File: config.mk
export PLATFORM = sky130hd
export DESIGN_NAME = regex_dot_star_match_unit_flat
export DESIGN_NICKNAME = d
export VERILOG_FILES = /design/src/rdsm_pkg.sv /design/src/rdsm_text_if.sv /design/src/rdsm_result_if.sv /design/src/rdsm_cfg_if.sv /design/src/regex_dot_star_match_unit.sv /design/src/rdsm_cell.sv /design/src/flat_wrapper.sv
export VERILOG_INCLUDE_DIRS = /design/src /design/src/src
export SDC_FILE = /design/constraint.sdc
export NUM_CORES = 1
export LEC_CHECK = 0
export ABC_AREA = 1
export BUFFER_PORTS_ARGS = -buffer_cell sky130_fd_sc_hd__buf_2
export CORE_AREA = 3 3 134 136
export CTS_BUF_LIST = sky130_fd_sc_hd__clkbuf_4
export DETAILED_ROUTE_END_ITERATION = 8
export DIE_AREA = 0 0 137 139
export HOLD_SLACK_MARGIN = 0.06
export PLACE_DENSITY_LB_ADDON = 0.08
export SYNTH_ARGS = -nofsm -noshare
export SYNTH_HDL_FRONTEND = slang
export SYNTH_SLANG_ARGS = --single-unit
File: constraint.sdc
create_clock -name clk -period 4.7 [get_ports clk]
set_input_delay 0.235 -clock clk [delete_from_list [all_inputs] [get_ports clk]]
set_output_delay 0.235 -clock clk [all_outputs]
set_load 0.01 [all_outputs]
File: src/regex_dot_star_match_unit_macros.svh
// Assertion macros shared by the pattern match unit.
`ifndef REGEX_DOT_STAR_MATCH_UNIT_MACROS_SVH
`define REGEX_DOT_STAR_MATCH_UNIT_MACROS_SVH

`ifndef SYNTHESIS

// Check that cond implies conseq in the same cycle.
`define RDSM_ASSERT_NOW(lbl, cond, conseq) \
    lbl: assert property (@(posedge clk) disable iff (!rst_n) (cond) |-> (conseq)) \
        else $error("rdsm: same-cycle check failed");

// Check that cond implies conseq in the following cycle.
`define RDSM_ASSERT_NEXT(lbl, cond, conseq) \
    lbl: assert property (@(posedge clk) disable iff (!rst_n) (cond) |=> (conseq)) \
        else $error("rdsm: next-cycle check failed");

`else

`define RDSM_ASSERT_NOW(lbl, cond, conseq)
`define RDSM_ASSERT_NEXT(lbl, cond, conseq)

`endif

`endif

File: src/rdsm_pkg.sv
// Shared constants and types of the pattern match unit.
`default_nettype none

package rdsm_pkg;

    // Pattern columns and widths
    localparam int PATTERN_MAX = 16;
    localparam int COLS        = PATTERN_MAX + 1;
    localparam int COL_W       = $clog2(COLS);
    localparam int BYTE_W      = 8;
    localparam int CFG_DATA_W  = 64;
    localparam int CFG_LEN_W   = 5;
    localparam int CFG_IDX_W   = 2;

    // Pattern byte codes
    localparam logic [BYTE_W-1:0] STAR_BYTE = 8'h2A;
    localparam logic [BYTE_W-1:0] DOT_BYTE  = 8'h2E;

    // Configuration register indexes
    localparam logic [CFG_IDX_W-1:0] REG_PAT_LOW  = 2'd0;
    localparam logic [CFG_IDX_W-1:0] REG_PAT_HIGH = 2'd1;
    localparam logic [CFG_IDX_W-1:0] REG_PAT_LEN  = 2'd2;

    // Bits one column hands to the columns to its right
    typedef struct packed {
        logic emp;   // column of the empty-text row
        logic base;  // column of the row the new byte starts from
        logic nxt;   // column of the new row
        logic held;  // stored column bit
    } link_t;

    localparam link_t LINK_ZERO = '{emp: 1'b0, base: 1'b0, nxt: 1'b0, held: 1'b0};

endpackage

`default_nettype wire

File: src/rdsm_text_if.sv
// Request channel carrying one text byte and its framing flags.
`default_nettype none

interface rdsm_text_if
    import rdsm_pkg::*;
();
    logic              valid;
    logic              ready;
    logic [BYTE_W-1:0] text_byte;
    logic              first_byte;
    logic              last_byte;
    logic              empty_text;

    modport source (output valid, text_byte, first_byte, last_byte, empty_text, input ready);
    modport sink (input valid, text_byte, first_byte, last_byte, empty_text, output ready);
endinterface

`default_nettype wire

File: src/rdsm_result_if.sv
// Result channel carrying the match flag of one string.
`default_nettype none

interface rdsm_result_if
    import rdsm_pkg::*;
();
    logic valid;
    logic ready;
    logic matched;

    modport source (output valid, matched, input ready);
    modport sink (input valid, matched, output ready);
endinterface

`default_nettype wire

File: src/rdsm_cfg_if.sv
// Configuration write channel: register index and write data.
`default_nettype none

interface rdsm_cfg_if
    import rdsm_pkg::*;
();
    logic                  valid;
    logic                  ready;
    logic [CFG_IDX_W-1:0]  index;
    logic [CFG_DATA_W-1:0] data;

    modport source (output valid, index, data, input ready);
    modport sink (input valid, index, data, output ready);
endinterface

`default_nettype wire

File: src/regex_dot_star_match_unit.sv
// A finishing request's result sits in the output register in the cycle after acceptance.
// Throughput: one text byte per cycle when not stalled; the new row ripples through
// the column cells in that cycle, the longest path running along a run of star columns.
// A new request is taken while a result waits, as long as the result is taken that cycle.
// Reset: pattern and length clear, match row holds only column zero, output register empty.
`default_nettype none
`include "regex_dot_star_match_unit_macros.svh"

module regex_dot_star_match_unit
    import rdsm_pkg::*;
(
    input  wire logic     clk,
    input  wire logic     rst_n,
    rdsm_text_if.sink     text_req,
    rdsm_result_if.source match_rsp,
    rdsm_cfg_if.sink      cfg_wr
);

    logic [CFG_DATA_W-1:0]   pat_low_reg;
    logic [CFG_DATA_W-1:0]   pat_high_reg;
    logic [CFG_LEN_W-1:0]    pat_len_reg;
    logic [2*CFG_DATA_W-1:0] pat_all;
    logic [COL_W-1:0]        m_eff;
    logic                    row0_reg;
    logic                    out_vld_reg;
    logic                    out_vld_next;
    logic                    out_match_reg;
    logic                    out_match_next;
    logic                    accept;
    logic                    has_result;
    logic [COLS-1:0]         res_row;
    logic [COLS-1:0]         row_vec;
    link_t                   col_link [COLS];

    // Write configuration registers
    assign cfg_wr.ready = 1'b1;

    always_ff @(posedge clk or negedge rst_n)
    begin
        if (!rst_n)
        begin
            pat_low_reg  <= '0;
            pat_high_reg <= '0;
            pat_len_reg  <= '0;
        end
        else if (cfg_wr.valid)
        begin
            case (cfg_wr.index)
                REG_PAT_LOW:  pat_low_reg  <= cfg_wr.data;
                REG_PAT_HIGH: pat_high_reg <= cfg_wr.data;
                REG_PAT_LEN:  pat_len_reg  <= cfg_wr.data[CFG_LEN_W-1:0];
                default:      pat_len_reg  <= pat_len_reg;
            endcase
        end
    end

    assign pat_all = {pat_high_reg, pat_low_reg};
    assign m_eff   = (pat_len_reg > CFG_LEN_W'(PATTERN_MAX)) ? COL_W'(PATTERN_MAX)
                                                             : COL_W'(pat_len_reg);

    // Accept a request whenever the output register is free or drains this cycle
    assign text_req.ready = !out_vld_reg || match_rsp.ready;
    assign accept         = text_req.valid && text_req.ready;
    assign has_result     = text_req.last_byte || text_req.empty_text;

    // Column zero: set only in the empty-text row
    assign col_link[0].emp  = 1'b1;
    assign col_link[0].base = text_req.first_byte ? 1'b1 : row0_reg;
    assign col_link[0].nxt  = 1'b0;
    assign col_link[0].held = row0_reg;

    always_ff @(posedge clk or negedge rst_n)
    begin
        if (!rst_n)
        begin
            row0_reg <= 1'b1;
        end
        else if (accept)
        begin
            row0_reg <= text_req.empty_text;
        end
    end

    // Row of column cells, each fed by its two left neighbors
    for (genvar j = 1; j < COLS; j++)
    begin : g_col
        localparam int PrevIdx = (j >= 2) ? j - 2 : 0;
        logic        used;
        logic [BYTE_W-1:0] pat_prev;
        link_t       left2;

        assign used     = (COL_W'(j) <= m_eff);
        assign pat_prev = (j >= 2) ? pat_all[BYTE_W*PrevIdx +: BYTE_W] : '0;
        assign left2    = (j >= 2) ? col_link[PrevIdx] : LINK_ZERO;

        rdsm_cell u_cell (
            .clk       (clk),
            .rst_n     (rst_n),
            .load      (accept),
            .empty     (text_req.empty_text),
            .first     (text_req.first_byte),
            .text_byte (text_req.text_byte),
            .pat_cur   (pat_all[BYTE_W*(j-1) +: BYTE_W]),
            .pat_prev  (pat_prev),
            .used      (used),
            .lead      (j == 1),
            .left1     (col_link[j-1]),
            .left2     (left2),
            .link      (col_link[j])
        );
    end

    // Gather the row that decides the result
    always_comb
    begin
        for (int k = 0; k < COLS; k++)
        begin
            res_row[k] = text_req.empty_text ? col_link[k].emp : col_link[k].nxt;
            row_vec[k] = col_link[k].held;
        end
    end

    // Load the output register on a finishing request, drop it once taken
    always_comb
    begin
        out_vld_next   = out_vld_reg;
        out_match_next = out_match_reg;
        if (accept && has_result)
        begin
            out_vld_next   = 1'b1;
            out_match_next = res_row[m_eff];
        end
        else if (match_rsp.ready)
        begin
            out_vld_next = 1'b0;
        end
    end

    always_ff @(posedge clk or negedge rst_n)
    begin
        if (!rst_n)
        begin
            out_vld_reg <= 1'b0;
        end
        else
        begin
            out_vld_reg <= out_vld_next;
        end
    end

    always_ff @(posedge clk)
    begin
        out_match_reg <= out_match_next;
    end

    assign match_rsp.valid   = out_vld_reg;
    assign match_rsp.matched = out_match_reg;

    // Checks on row and output bookkeeping
    `RDSM_ASSERT_NEXT(a_empty_sets_col0, accept && text_req.empty_text, row0_reg)
    `RDSM_ASSERT_NEXT(a_byte_clears_col0, accept && !text_req.empty_text, !row0_reg)
    `RDSM_ASSERT_NEXT(a_result_loaded, accept && has_result, out_vld_reg)
    `RDSM_ASSERT_NEXT(a_unused_cols_clear, accept,
        ((row_vec >> $past(m_eff)) >> 1) == '0)
    `RDSM_ASSERT_NOW(a_ready_when_free, !out_vld_reg, text_req.ready)

endmodule

`default_nettype wire

File: src/rdsm_cell.sv
// One pattern column of the match row: holds its bit and computes the next one.
`default_nettype none

module rdsm_cell
    import rdsm_pkg::*;
(
    input  wire logic              clk,
    input  wire logic              rst_n,
    input  wire logic              load,
    input  wire logic              empty,
    input  wire logic              first,
    input  wire logic [BYTE_W-1:0] text_byte,
    input  wire logic [BYTE_W-1:0] pat_cur,
    input  wire logic [BYTE_W-1:0] pat_prev,
    input  wire logic              used,
    input  wire logic              lead,
    input  wire link_t             left1,
    input  wire link_t             left2,
    output link_t                  link
);

    logic row_reg;
    logic row_next;
    logic is_star;
    logic emp_bit;
    logic base_bit;
    logic nxt_bit;
    logic prev_hits;

    assign is_star   = (pat_cur == STAR_BYTE);
    assign prev_hits = (pat_prev == text_byte) || (pat_prev == DOT_BYTE);

    // Empty-text row: a star closes the two columns before it
    assign emp_bit  = used && !lead && is_star && left2.emp;
    assign base_bit = first ? emp_bit : row_reg;

    // New row bit from the starting row and the columns to the left
    always_comb
    begin
        nxt_bit = 1'b0;
        if (!used || lead && is_star)
        begin
            nxt_bit = 1'b0;
        end
        else if (pat_cur == DOT_BYTE)
        begin
            nxt_bit = left1.base;
        end
        else if (!is_star)
        begin
            nxt_bit = left1.base && (text_byte == pat_cur);
        end
        else if (!prev_hits)
        begin
            nxt_bit = left2.nxt;
        end
        else
        begin
            nxt_bit = base_bit || left1.nxt || left2.nxt;
        end
    end

    assign row_next = load ? (empty ? emp_bit : nxt_bit) : row_reg;

    // Hold the column bit between requests
    always_ff @(posedge clk or negedge rst_n)
    begin
        if (!rst_n)
        begin
            row_reg <= 1'b0;
        end
        else
        begin
            row_reg <= row_next;
        end
    end

    assign link.emp  = emp_bit;
    assign link.base = base_bit;
    assign link.nxt  = nxt_bit;
    assign link.held = row_reg;

endmodule

`default_nettype wire

File: src/flat_wrapper.sv
// flat-port wrapper written by rule: the top's interface ports become plain ports
module regex_dot_star_match_unit_flat import rdsm_pkg::*;
  (clk, rst_n, text_req_valid, text_req_text_byte, text_req_first_byte, text_req_last_byte, text_req_empty_text, text_req_ready, match_rsp_valid, match_rsp_matched, match_rsp_ready, cfg_wr_valid, cfg_wr_index, cfg_wr_data, cfg_wr_ready);
  rdsm_text_if text_req_i ();
  rdsm_result_if match_rsp_i ();
  rdsm_cfg_if cfg_wr_i ();
  input  wire logic clk;
  input  wire logic rst_n;
  input wire logic [$bits(text_req_i.valid)-1:0] text_req_valid;
  input wire logic [$bits(text_req_i.text_byte)-1:0] text_req_text_byte;
  input wire logic [$bits(text_req_i.first_byte)-1:0] text_req_first_byte;
  input wire logic [$bits(text_req_i.last_byte)-1:0] text_req_last_byte;
  input wire logic [$bits(text_req_i.empty_text)-1:0] text_req_empty_text;
  output wire logic [$bits(text_req_i.ready)-1:0] text_req_ready;
  output wire logic [$bits(match_rsp_i.valid)-1:0] match_rsp_valid;
  output wire logic [$bits(match_rsp_i.matched)-1:0] match_rsp_matched;
  input wire logic [$bits(match_rsp_i.ready)-1:0] match_rsp_ready;
  input wire logic [$bits(cfg_wr_i.valid)-1:0] cfg_wr_valid;
  input wire logic [$bits(cfg_wr_i.index)-1:0] cfg_wr_index;
  input wire logic [$bits(cfg_wr_i.data)-1:0] cfg_wr_data;
  output wire logic [$bits(cfg_wr_i.ready)-1:0] cfg_wr_ready;
  assign text_req_i.valid = text_req_valid;
  assign text_req_i.text_byte = text_req_text_byte;
  assign text_req_i.first_byte = text_req_first_byte;
  assign text_req_i.last_byte = text_req_last_byte;
  assign text_req_i.empty_text = text_req_empty_text;
  assign text_req_ready = text_req_i.ready;
  assign match_rsp_valid = match_rsp_i.valid;
  assign match_rsp_matched = match_rsp_i.matched;
  assign match_rsp_i.ready = match_rsp_ready;
  assign cfg_wr_i.valid = cfg_wr_valid;
  assign cfg_wr_i.index = cfg_wr_index;
  assign cfg_wr_i.data = cfg_wr_data;
  assign cfg_wr_ready = cfg_wr_i.ready;
  regex_dot_star_match_unit u_core (.clk(clk), .rst_n(rst_n), .text_req(text_req_i), .match_rsp(match_rsp_i), .cfg_wr(cfg_wr_i));
endmodule
==> results.toml, run 1 <==
[run_status]
status = "finished with violations"
violations = "negative setup slack"

[finish]
num-fill-cells = 1481
num-nets-final = 1630
syn2layout_area_growth_pct = 28.2
finalNonFillerCells = 1786
n_antenna_cell = 0
post-route-util_pct = 70.1
fin_area_um2 = 12000
drive_gt1_share_pct = 22.4

[clock_network]
tritoncts.num_buffers = 17
clk_latency_ps = 590
cts_buffer_depth = 2
clockRootBuffer = "clkbuf_4"
path_clk_slew_ps = 150
numClockSinks = 152
cts_tree = "yes"
cts_htree_levels = 4

[power_and_ir_drop]
leakage_nw = 5.94
p_clk_share_pct = 25.7
p_seq_share_pct = 46.9
peakVddDrop_v = 0.000260
power-per-cell-area_nw_per_um2 = 308
p_comb_share_pct = 27.4
power.internal_mw = 2.39
p_sw_mw = 1.28
netSwitchingFraction_pct = 34.9

[placed_design]
post-place-ws_ps = -376
numPortBuffers = 84
dp_hpwl_um = 21500
place_area_um2 = 10800
place_inst = 1675
place_congestion = 1.02

[worst_setup_path]
crit_slowest_cell = "dfrtp_2"
path_delay_family = "simple AND/OR/NAND/NOR gates"
path_buf_inv = 3
startpoint_type = "register"
crit_cells = 66
crit_top_cell = "nand2_1"
regToRegSetupSlack_ps = -490
path_class = "register to register"
critPathMaxFanout = 5
r2r_end = "u_core.match_rsp.matched"
end_kind = "register"
critPathArrivalTime_ps = 5540
reg2reg_depth = 66
cp_slowest_stage_delay_ps = 480
crit_required_ps = 5050
r2r-start = "u_core.pat_low_reg[10]"

[detailed_routing]
drt-pass1-iter-count = 7
vias = 9537
post_drt_via_cell_ratio = 5.34
drt_iter0_markers = 828
drc = 0
drt_wl_total_um = 29600
routedWlPerCell_um = 16.5
ant_nets = 0

[global_routing]
grt_pass1_vias = 8929
track_usage_pct = 31.6
overflow = 0
grt_pass1_wl_um = 47000
grt_max_degree = 129
antenna_found_initial = 0

[synthesis]
synth.cell_area_um2 = 9330
yosysWarnings = 0
netlist-cell-type-count = 52
async_flop_share_pct = 99.3
postSynthCellCount = 1290
syn_area_per_cell_um2 = 7.23
synth_fp_nets = 1372
seq_area_frac_synth_pct = 40.9
ys_seq_elements = 152
synth_edf_count = 1
ys.flop_type = "dfrtp_1"

[timing]
clock_skew_ps = 21.9
setup_slack_ps = -486
finalSetupViolCount = 5
tns_ps = -1460
period_minus_slack_ps = 5190
fmax_mhz = 193
rsz0062_at_grt = "yes"
relSlewSlack_pct = 25.7
worst_pin_slew_ps = 1110
drv_slew = 0
fin_crit_sh_pct = 110
hold_viol_final = 0

[floorplan]
start_util_pct = 54.7
die_w_um = 137
core-area_um2 = 17100
die-area_um2 = 19000
fp.dieH_um = 139
num_rows = 48
pin_count = 86

[flow_run]
max_cap_viol_count = 0

[hold_path]
hold_path.class = "input port to asynchronous set/reset pin"
[synthesized netlist by cell type, types with 7 or more instances]
| master | count | area share (%) |
|---|---|---|
| o21ai_0 | 163 | 8.7 |
| nand2_2 | 18 | 1.2 |
| a21oi_1 | 28 | 1.5 |
| inv_2 | 12 | 0.48 |
| xnor2_1 | 49 | 4.6 |
| nand2_1 | 360 | 14 |
| or2_2 | 16 | 1.1 |
| nor3_1 | 14 | 0.75 |
| inv_1 | 165 | 6.6 |
| xor2_1 | 23 | 2.2 |
| nand4_1 | 28 | 1.9 |
| nor2_1 | 75 | 3.0 |
| dfrtp_1 | 150 | 40 |
| nor4_1 | 18 | 1.2 |
| nand3_1 | 44 | 2.4 |
| clkbuf_1 | 33 | 1.3 |
| nor4b_1 | 7 | 0.66 |
[worst max-delay path by stage]
| stage | to | slack [ps] | from |
|---|---|---|---|
| 2_1_floorplan | u_core.match_rsp.matched | 110 | u_core.pat_len_reg[4] |
| 3_5_place_dp | u_core.match_rsp.matched | -380 | u_core.pat_low_reg[10] |
| 4_1_cts | u_core.g_col[16].u_cell.row_reg | -340 | u_core.pat_low_reg[8] |
| 5_1_grt | u_core.match_rsp.matched | -1120 | u_core.pat_low_reg[11] |
| 6_report | u_core.match_rsp.matched | -490 | u_core.pat_low_reg[10] |
| 3_3_place_gp | u_core.match_rsp.matched | -250 | u_core.pat_low_reg[10] |
[cells by family after synthesis]
| family | share of synthesized area [%] |
|---|---|
| buffers and inverters | 10.1 |
| AOI/OAI and AO/OA | 12.7 |
| and+or+nand+nor | 29.4 |
| DFF | 40.9 |
| other | 0.0402 |
| muxes | 0.107 |
| xor gates and xnor gates | 6.76 |
[layout make-up]
| class | count | area, um2 | area share (%) |
|---|---|---|---|
| repair buffers | 292 | 2160 | 18.1 |
| multi-input cells | 904 | 4680 | 39.2 |
| clock buffers | 17 | 128 | 1.07 |
| well taps | 225 | 282 | 2.36 |
| clock inverters | 15 | 200 | 1.67 |
| inverters | 181 | 684 | 5.73 |
| flip-flops and latches | 152 | 3810 | 31.9 |
[layer usage]
metal	routed length (um)	track usage, %
met1	13000	44.7
met2	13800	50.3
met3	2170	5.81
met4	579	8.09
met5	0	0
[power groups by stage]
stage	Combinational [mW]	Sequential [mW]	Clock, mW
global placement	0.915	1.74	0
CTS	0.989	1.72	0.964
finish	1.01	1.72	0.944
global route	1.14	1.75	1.01
detailed placement	0.934	1.74	0
floorplan	0.586	1.68	0
[per-stage QoR]
step	power, mW	hold slack [ps]
finish	3.68	131
global route	3.90	109
CTS	3.67	75.0
detailed placement	2.67	194
global placement	2.65	187
floorplan	2.26	-60.6
[cell usage in the layout (no fill, tap or decap), types with 17 or more instances in the layout]
| master | Yosys | final |
|---|---|---|
| a21oi_1 | 28 | 27 |
| buf_2 | 6 | 83 |
| buf_4 | 3 | 139 |
| clkbuf_4 | 0 | 17 |
| dfrtp_1 | 150 | 146 |
| dlygate4sd3_1 | 0 | 67 |
| inv_1 | 165 | 165 |
| nand2_1 | 360 | 346 |
| nand2_2 | 18 | 30 |
| nand3_1 | 44 | 43 |
| nand4_1 | 28 | 28 |
| nor2_1 | 75 | 72 |
| nor4_1 | 18 | 18 |
| o21ai_0 | 163 | 159 |
| xnor2_1 | 49 | 47 |
| xor2_1 | 23 | 23 |
[what timing repair did]
| action | in CTS | in global routing |
|---|---|---|
| hold buffers | 67 | 0 |
| setup buffers | 5 | 8 |
| endpoints found under the setup margin | 5 | 6 |
| pin swaps | 4 | 26 |
| hold endpoints to repair | 178 | 0 |
| resized for setup | 6 | 29 |
No activity file was read; power rests on OpenSTA's default activity.
==> run 2: changes to the inputs <==
Settings changed: BUFFER_PORTS_ARGS -buffer_cell sky130_fd_sc_hd__buf_2 to unset, CORE_AREA 3 3 134 136 to 3 3 168 170, DIE_AREA 0 0 137 139 to 0 0 171 173, DONT_BUFFER_PORTS set to 1, SKIP_LAST_GASP set to 1.
==> results.toml, run 2 (same netlist as run 1, synthesis figures left out) <==
[power_and_ir_drop]
p_seq_share_pct = 48.2
power_mw = 3.55
leakage_nw = 5.50
power.internal_mw = 2.31
peakVddDrop_v = 0.000239
p_clk_share_pct = 26.3
power-per-cell-area_nw_per_um2 = 308
p_comb_share_pct = 25.4
netSwitchingFraction_pct = 34.8
p_sw_mw = 1.24

[placed_design]
place_inst = 1670
place_congestion = 0.929
numPortBuffers = 0
dp_hpwl_um = 21800

[clock_network]
cts_buffer_depth = 2
cts_tree = "yes"
path_clk_slew_ps = 160
cts_htree_levels = 4
numClockSinks = 152
clockRootBuffer = "clkbuf_4"
tritoncts.num_buffers = 17
clk_latency_ps = 600

[worst_setup_path]
r2r_end = "u_core.match_rsp.matched"
crit_cells = 67
critPathArrivalTime_ps = 5470
crit_slowest_cell = "dfrtp_2"
endpoint = "u_core.match_rsp.matched"
crit_start = "u_core.pat_low_reg[10]"
critPathMaxFanout = 5
regToRegSetupSlack_ps = -410
path_class = "register to register"
path_delay_family = "simple AND/OR/NAND/NOR gates"
crit_top_cell = "nand2_1"
path_buf_inv = 2
cp_slowest_stage_delay_ps = 460
reg2reg_depth = 67
crit_required_ps = 5070
end_kind = "register"
r2r-start = "u_core.pat_low_reg[10]"
startpoint_type = "register"

[detailed_routing]
drt_iter0_markers = 707
vias = 8794
routedWlPerCell_um = 17.3
drt-pass1-iter-count = 5
drt_wl_total_um = 31100
drc = 0
ant_nets = 0
post_drt_via_cell_ratio = 4.90

[flow_run]
max_cap_viol_count = 0

[floorplan]
die_w_um = 171
die-area_um2 = 29600
fp.dieH_um = 173
num_rows = 60
core-area_um2 = 26900
pin_count = 86
start_util_pct = 34.7

[global_routing]
grt_max_degree = 152
track_usage_pct = 21.6
overflow = 0
grt_pass1_wl_um = 49700
grt_pass1_vias = 8643
antenna_found_initial = 1

[timing]
clock_skew_ps = 31.3
fin_crit_sh_pct = 109
drv_slew = 0
fmax_mhz = 196
relSlewSlack_pct = 32.6
hold_viol_final = 0
finalSetupViolCount = 4
worst_pin_slew_ps = 1010
period_minus_slack_ps = 5110
rsz0062_at_grt = "yes"
tns_ps = -1230
setup_slack_ps = -408

[finish]
num-fill-cells = 2887
layout_common_cells = "347 x nand2_1, 164 x inv_1, 161 x o21ai_0"
final_common_cell = "nand2_1"
drive_gt1_share_pct = 15.3
finalNonFillerCells = 1795
syn2layout_area_growth_pct = 23.4
num-nets-final = 1522

[run_status]
violations = "negative setup slack"
status = "finished with violations"

[hold_path]
hold_path.class = "input port to register"
whs_path_depth = 4
## run 2: worst min-delay path by stage
stage	from	to	slack, ps
after floorplan	rst_n	u_core.g_col[10].u_cell.row_reg	-60
after detailed placement	rst_n	u_core.pat_low_reg[9]	-50
after global routing	text_req_empty_text	u_core.g_col[10].u_cell.row_reg	80
final	text_req_empty_text	u_core.g_col[10].u_cell.row_reg	110
after CTS	cfg_wr_index[0]	u_core.pat_len_reg[0]	70
after global placement	rst_n	u_core.pat_high_reg[9]	-50
## run 2: power groups by stage
stage          logic, mW  clock network [mW]  registers, mW
2_1_floorplan      0.586                   0           1.68
3_3_place_gp       0.803                   0           1.74
3_5_place_dp       0.812                   0           1.73
4_1_cts            0.903               0.963           1.71
5_1_grt             1.03                1.03           1.74
6_report           0.903               0.934           1.71
## run 2: area by class of cell
class                           count  area, um2  share of cell area (%)
Inverter                          181        684                    5.95
Clock inverter                     13        174                    1.51
Clock buffer                       19        143                    1.24
Timing Repair Buffer              184       1620                    14.0
Multi-Input combinational cell    904       4650                    40.4
Sequential cell                   152       3810                    33.1
Tap cell                          341        427                    3.71
Antenna cell                        1       2.50                  0.0217
## run 2: tightest hold or removal path, delay by kind of cell
| kind | cells | cell delay [ps] |
|---|---|---|
| AO/OA/AOI/OAI | 1 | 70 |
| AND/OR/NAND/NOR | 2 | 190 |
| buffers and inverters | 1 | 190 |
## run 2: per-stage QoR
step | setup WS, ps | area, um2 | util, % | hold slack, ps
floorplan | 109 | 9330 | - | -60.6
global placement | -299 | 10200 | 38.0 | -50.5
detailed placement | -361 | 10200 | 38.0 | -51.5
CTS | -356 | 11400 | 42.5 | 70.2
global route | -1160 | 11500 | 42.8 | 83.9
finish | -408 | 11500 | 42.8 | 109
## run 2: metal layers
layer / track usage, % / vias up / routed length, um
met5: 0 / - / 0
met4: 4.02 / 0 / 455
met3: 4.37 / 27 / 1260
met2: 33.5 / 171 / 13900
met1: 31.3 / 4159 / 15500
li1: - / 4437 / -
## run 2: what timing repair did
action                                  4_1_cts  5_1_grt
pin swaps                                     5       24
gates resized for setup                       8       15
buffers inserted                              6        4
hold buffers                                 82        0
endpoints found under the setup margin        5        6
hold endpoints to repair                    302        0
==> run 3: changes to the inputs <==
Settings changed: CORE_AREA 3 3 168 170 to 3 3 200 143, DIE_AREA 0 0 171 173 to 0 0 203 146.
==> results.toml, run 3 (same netlist as run 1, synthesis figures left out) <==
[run_status]
status = "finished with violations"
violations = "negative setup slack"

[timing]
hold_viol_final = 0
drv_slew = 0
relSlewSlack_pct = 40.0
worst_pin_slew_ps = 888
fin_crit_sh_pct = 111
setup_slack_ps = -494
finalSetupViolCount = 5
period_minus_slack_ps = 5190
clock_skew_ps = 15.0
fmax_mhz = 193
rsz0062_at_grt = "yes"
tns_ps = -1510

[clock_network]
clk_latency_ps = 620
clockRootBuffer = "clkbuf_4"
path_clk_slew_ps = 130
tritoncts.num_buffers = 17
cts_buffer_depth = 2
cts_tree = "yes"
numClockSinks = 152
cts_htree_levels = 4

[worst_setup_path]
startpoint_type = "register"
reg2reg_depth = 72
critPathArrivalTime_ps = 5580
end_kind = "register"
crit_slowest_cell = "dfrtp_2"
regToRegSetupSlack_ps = -490
cp_slowest_stage_delay_ps = 480
r2r-start = "u_core.pat_len_reg[4]"
critPathMaxFanout = 3
path_class = "register to register"
crit_required_ps = 5080
r2r_end = "u_core.match_rsp.matched"
crit_top_cell = "nand2_1"

[global_routing]
grt_pass1_vias = 8627
overflow = 0
grt_pass1_wl_um = 50400
antenna_found_initial = 1
track_usage_pct = 22.0
grt_max_degree = 152

[detailed_routing]
drt_wl_total_um = 31700
drt-pass1-iter-count = 5
ant_nets = 0
vias = 8887
drt_iter0_markers = 585
post_drt_via_cell_ratio = 4.84
drc = 0
routedWlPerCell_um = 17.3

[placed_design]
dp_hpwl_um = 22700
place_area_um2 = 10300
place_inst = 1704
place_congestion = 0.945
numPortBuffers = 0

[hold_path]
hold_end = "u_core.g_col[11].u_cell.row_reg"
whs_path_depth = 8
hold_path.class = "input port to register"
worstHoldStart = "text_req_first_byte"

[finish]
syn2layout_area_growth_pct = 24.6
finalNonFillerCells = 1836
fin_area_um2 = 11600
drive_gt1_share_pct = 17.1
final_common_cell = "nand2_1"
layout_common_cells = "339 x nand2_1, 164 x inv_1, 159 x o21ai_0"
num-nets-final = 1540

[floorplan]
core-area_um2 = 26700
pin_count = 86
num_rows = 50
die-area_um2 = 29600
fp.dieH_um = 146
start_util_pct = 34.9
die_w_um = 203

[power_and_ir_drop]
power-per-cell-area_nw_per_um2 = 295
leakage_nw = 5.55
peakVddDrop_v = 0.000161

[flow_run]
max_cap_viol_count = 0
## run 3: changes by cell type in the layout (fill, tap and decap cells not counted), moves of 3 or more
| cell | before | now |
|---|---|---|
| dfrtp_2 | 2 | 5 |
| clkinv_2 | 0 | 5 |
| buf_4 | 101 | 119 |
| dfrtp_1 | 148 | 145 |
| clkinv_4 | 6 | 2 |
| nand2_2 | 29 | 37 |
| nand2_1 | 347 | 339 |
## run 3: timing repair
action,CTS,global route
pin swaps,5,28
setup buffers,7,9
endpoints found under the setup margin,5,6
hold buffers,83,0
hold endpoints to repair,303,0
resized for setup,9,30
## run 3: power breakdown
part / internal, mW / switching, mW / total (mW) / leakage [nW]
Sequential: 1.50 / 0.205 / 1.71 / 1.90
Combinational: 0.448 / 0.503 / 0.952 / 3.52
Clock: 0.259 / 0.511 / 0.770 / 0.128
## run 3: stage by stage
step / util, % / total power, mW / worst slack (ps) / hold WS, ps
5_1_grt: 43.5 / 3.69 / -1110 / 133
6_report: 43.5 / 3.43 / -494 / 167
3_3_place_gp: 38.6 / 2.56 / -383 / -52.8
3_5_place_dp: 38.6 / 2.57 / -468 / -54.4
4_1_cts: 43.0 / 3.46 / -341 / 62.0
2_1_floorplan: - / 2.26 / 109 / -60.6
## run 3: worst max-delay path: cells and delay by family (launching register included)
kind	cells	cell delay [ps]
DFF	1	480
and+or+nand+nor	71	4360
buffers and inverters	1	100
## run 3: worst max-delay path by stage
stage,slack [ps],startpoint,end,cells after the start
2_1_floorplan,110,u_core.pat_len_reg[4],u_core.match_rsp.matched,73
3_3_place_gp,-380,u_core.pat_low_reg[30],u_core.match_rsp.matched,65
3_5_place_dp,-470,u_core.pat_low_reg[30],u_core.match_rsp.matched,65
4_1_cts,-340,u_core.pat_len_reg[3],u_core.match_rsp.matched,72
5_1_grt,-1110,u_core.pat_len_reg[4],u_core.match_rsp.matched,72
6_report,-490,u_core.pat_len_reg[4],u_core.match_rsp.matched,72
## run 3: metal layers
metal	vias up	share of wire [%]	global-route usage [%]	wire length, um
met2	199	41	31.6	13000
li1	4469	-	-	-
met4	0	0.91	4.02	288
met1	4201	52	34.0	16500
met3	18	6.0	4.94	1900
met5	-	0	0	0
## run 3: area by class of cell
| class | instances | area [um2] |
|---|---|---|
| antenna | 1 | 2.50 |
| clock buffer | 18 | 135 |
| clock inverter | 14 | 110 |
| fill | 2821 | 15100 |
| inverter | 181 | 687 |
| multi-input combinational | 904 | 4670 |
| sequential | 152 | 3820 |
| tap | 364 | 455 |
| timing repair buffer | 202 | 1740 |
